$ cat config.mk
export PLATFORM = sky130hd
export DESIGN_NAME = arc_div
export DESIGN_NICKNAME = d
export VERILOG_FILES = /design/src/design/arc_div.sv
export SDC_FILE = /design/constraint.sdc
export NUM_CORES = 1
export LEC_CHECK = 0
export BUFFER_PORTS_ARGS = -buffer_cell sky130_fd_sc_hd__buf_2
export CORE_AREA = 3 3 40 42
export CTS_CLUSTER_SIZE = 10
export DETAILED_ROUTE_END_ITERATION = 8
export DIE_AREA = 0 0 43 45
export PLACE_DENSITY = 0.66
export SLEW_MARGIN = 10
export SYNTH_ARGS = -nofsm -noshare
export SYNTH_HDL_FRONTEND = slang
export SYNTH_SLANG_ARGS = --single-unit
export TNS_END_PERCENT = 20
$ cat constraint.sdc
create_clock -name clk -period 3 [get_ports clk]
set_clock_uncertainty 0.2 [all_clocks]
set_input_delay 0 -clock clk [delete_from_list [all_inputs] [get_ports clk]]
set_output_delay 0 -clock clk [all_outputs]
set_load 0.02 [all_outputs]
$ cat src/design/arc_div.sv
`timescale 1ns / 1ps
// ----------------------------------------------------------------------------
// arc_div
// Small unsigned divider by repeated subtraction, one subtract per cycle.
// ----------------------------------------------------------------------------
module arc_div #(
  parameter int W = 4
) (
  input  logic         clk,
  input  logic         rst,
  input  logic         start,
  input  logic [W-1:0] num,
  input  logic [W-1:0] den,
  output logic         done,
  output logic [W-1:0] quo
);

  logic [W-1:0] rem;
  logic         run;

  always_ff @(posedge clk) begin
    if (rst) begin
      run  <= 1'b0;
      done <= 1'b0;
    end else begin
      if (start) begin
        rem  <= num;
        quo  <= '0;
        run  <= 1'b1;
        done <= 1'b0;
      end else if (run) begin
        if (rem >= den) begin
          rem  <= rem - den;
          quo  <= quo + 1'b1;
          done <= 1'b0;
        end else begin
          run  <= 1'b0;
          done <= 1'b1;
        end
      end else begin
        done <= 1'b0;
      end
    end
  end

endmodule

==> metrics.md <==
| Metric | Value |
|---|---|
| Outcome | `finished, final reports clean` |
| Final Non-Filler Cells | `96` |
| Design area | `772 um2` |
| Compound-cell area share of the yosys netlist | `0.105` |
| Worst Hold Path EP | `rem[1]` |
| Initial antenna violation count | `0` |
| Clock transition at the registers of the reported paths | `0.07 ns` |
| Area leader, netlist | `edfxtp_1` |
| Register bit count reported by yosys | `10` |
| Routability cong. | `0.662` |
| Final nets | `99` |
| Core area | `1280 um2` |
| Placed insts | `85` |
| R2R cell count | `6` |
| Post-DP HPWL | `796 um` |
| Mux cell area share after synthesis | `0` |
| Final worst-path cycle share | `0.692` |
| Gr usage total | `0.117` |
| Max-cap violation count | `0` |
| Synth Area in Simple Gates | `0.161` |
| Wire per inst | `11.2 um` |
| Fill count | `109` |
| Max incr delay on CP | `0.40 ns` |
| Clock tree sinks | `10` |
| CTS tree | `done` |
| Worst Hold Path Cells | `3` |
| Layout area overhead | `32.1%` |
| Num CTS Buffers | `3` |
| H-tree levels | `1` |
| Post CTS Setup Buffer Count | `0` |
| 1st-pass router iterations | `2` |
| Die Area | `1940 um2` |
| Reg2reg start | `rem[0]` |
| Least-Margin Pin Slew | `0.323 ns` |
| Remaining DRCs | `0` |
| CP Cell Sequence | `inv_1 -> ha_1 -> fa_1 -> a31o_1 -> a211oi_1 -> buf_4` |
| Initial core utilization | `0.455` |
| Post-Synth Adder-Cell Area | `0.141` |
| Routed vias | `463` |
| CP max FO | `8` |
| PwrDens | `437 nW/um2` |
| Rel. slew slack | `0.779` |
| Rows | `13` |
| Clock Path Buffers | `2` |
| Min Tclk post-route | `2.08 ns` |
| Post-synthesis xor/xnor area fraction | `0.0450` |
| Fin Hold WS | `0.0712 ns` |
| Worst Hold Class | `in2reg` |
| Fmax | `482 MHz` |
| Hold Startpoint | `den[1]` |
| Antenna Nets Post-Route | `0` |
| CP arrival | `1.85 ns` |
| Mapped Nets | `73` |
| Max IR drop VDD | `0.287 mV` |
| Placed inst area | `676 um2` |
| Post-Syn Area per Cell | `10.4 um2` |
| Final Hold Fails | `0` |
| First-pass GRT wire length | `1660 um` |
| Total Power | `0.338 mW` |
| Grt ovf | `0` |
| Slowest stage cell, crit path | `fa_1` |
| Avg Vias per Cell | `4.82` |
| Slew Limit Fails | `0` |
| Top cell type's share of synthesized area | `0.411` |
| Inserted Diodes | `0` |
| Synth cell types | `23` |
| Setup TNS | `0 ns` |
| R2R Setup Slk | `0.92 ns` |
| Die H | `45 um` |
| Post-Place Worst Slack | `0.921 ns` |
| Post-Syn Instances | `56` |
| Vias in the first global route | `400` |
| Startpoint types | `flip-flop` |
| I/O Pins | `16` |
| RSZ-0062 raised after global routing | `no` |
| Reg2Reg Capture Point | `quo[3]` |
| Leak Pwr | `0.348 nW` |
| First DRT Iteration DRCs | `5` |
| Total number of yosys warnings | `0` |
| Sequential share of the synthesized area | `0.480` |
| Cell area after synthesis | `584 um2` |
| Req. time, crit path | `2.77 ns` |
| Utilization after layout | `0.601` |
| Setup crit end kind | `flip-flop` |
| WL final | `1070 um` |
| Share of post-route cells with drive strength above 1 | `0.235` |
| Combinational family with the most area after synthesis | `simple AND/OR/NAND/NOR gates` |
| Largest net degree at the start of global routing | `18` |
| Chip width | `43 um` |
| # setup viols final | `0` |
| Top cells by area, synth | `edfxtp_1, ha_1, dfxtp_1, inv_1, nor2_1` |
| Root buf cell | `clkbuf_4` |
| Fin worst setup slack | `0.924 ns` |
| Port bufs | `15` |
| CP Class | `reg2reg` |
| Worst skew pair latency | `0.26 ns` |
## repair_timing
action                    4_1_cts  5_1_grt
resized for setup               0        0
hold endpoints to repair       10        0
hold buffers                    7        0
## cell families after synthesis
| kind of cell | Yosys count |
|---|---|
| fa+ha+maj | 6 |
| buf+inv | 10 |
| flops | 10 |
| xor+xnor | 3 |
| simple gates | 18 |
| compound gates | 9 |
## metal layers
layer / track usage / up-vias / part of all wire
li1: - / 247 / -
met1: 0.162 / 207 / 0.50
met2: 0.174 / 9 / 0.46
met3: 0.0279 / 0 / 0.046
met4: 0.0542 / 0 / 0
met5: 0 / - / 0
## critical path: cells and delay by family, from the launching register on
kind	cells	cell delay [ns]
AOI/OAI and AO/OA	2	0.42
adders and majority gates	2	0.59
buffers and inverters	2	0.25
DFF	1	0.32
## sequential cells by signal (all words and copies together), names as in the netlist
name  cells
quo       4
run       1
done      1
rem       4
## cell type report
| class | count | area, um2 | share of cell area |
|---|---|---|---|
| clock inverter | 1 | 3.75 | 0.00486 |
| multi-input combinational | 36 | 264 | 0.342 |
| tap | 15 | 18.8 | 0.0243 |
| clock buffer | 3 | 22.5 | 0.0292 |
| sequential | 10 | 280 | 0.363 |
| inverter | 8 | 30.0 | 0.0389 |
| timing repair buffer | 23 | 153 | 0.198 |
## synth_stat cells
master and n:
edfxtp_1 8, inv_1 8, nor2_1 6, ha_1 5, nand2_1 4, o21ai_0 3
a211oi_1 2, buf_2 2, dfxtp_1 2, nand3_1 2, xor2_1 2, a2111oi_0 1
a221oi_1 1, a31o_1 1, and4b_1 1, fa_1 1, nand2b_1 1, nand3b_1 1
nor2b_1 1, nor3b_1 1, nor4b_1 1, o21ai_1 1, xnor2_1 1
## cell usage in the layout, fill, tap and decap left out, types with 2 or more instances in the layout
cell type	netlist	routed
dfxtp_1	2	2
nand3_1	2	2
o21ai_0	3	3
nor2_1	6	6
buf_2	2	15
clkbuf_4	0	3
nand2_1	4	4
edfxtp_1	8	8
ha_1	5	5
xor2_1	2	2
dlygate4sd3_1	0	7
a211oi_1	2	2
inv_1	8	8
## power breakdown
group	switching (mW)	internal, mW
logic	0.0393	0.0370
clock network	0.0457	0.0479
registers	0.00500	0.163
## how the worst max path moves through the flow
stage | from | to | slack [ns] | cells past startpoint
after global routing | rem[0] | rem[3] | 0.77 | 6
final | rem[0] | quo[3] | 0.92 | 6
after global placement | rem[0] | quo[3] | 0.96 | 6
after detailed placement | rem[0] | quo[3] | 0.92 | 6
after floorplan | rem[0] | quo[0] | 0.60 | 5
after CTS | rem[0] | rem[1] | 0.92 | 6
No activity file was read; power rests on OpenSTA's default activity.
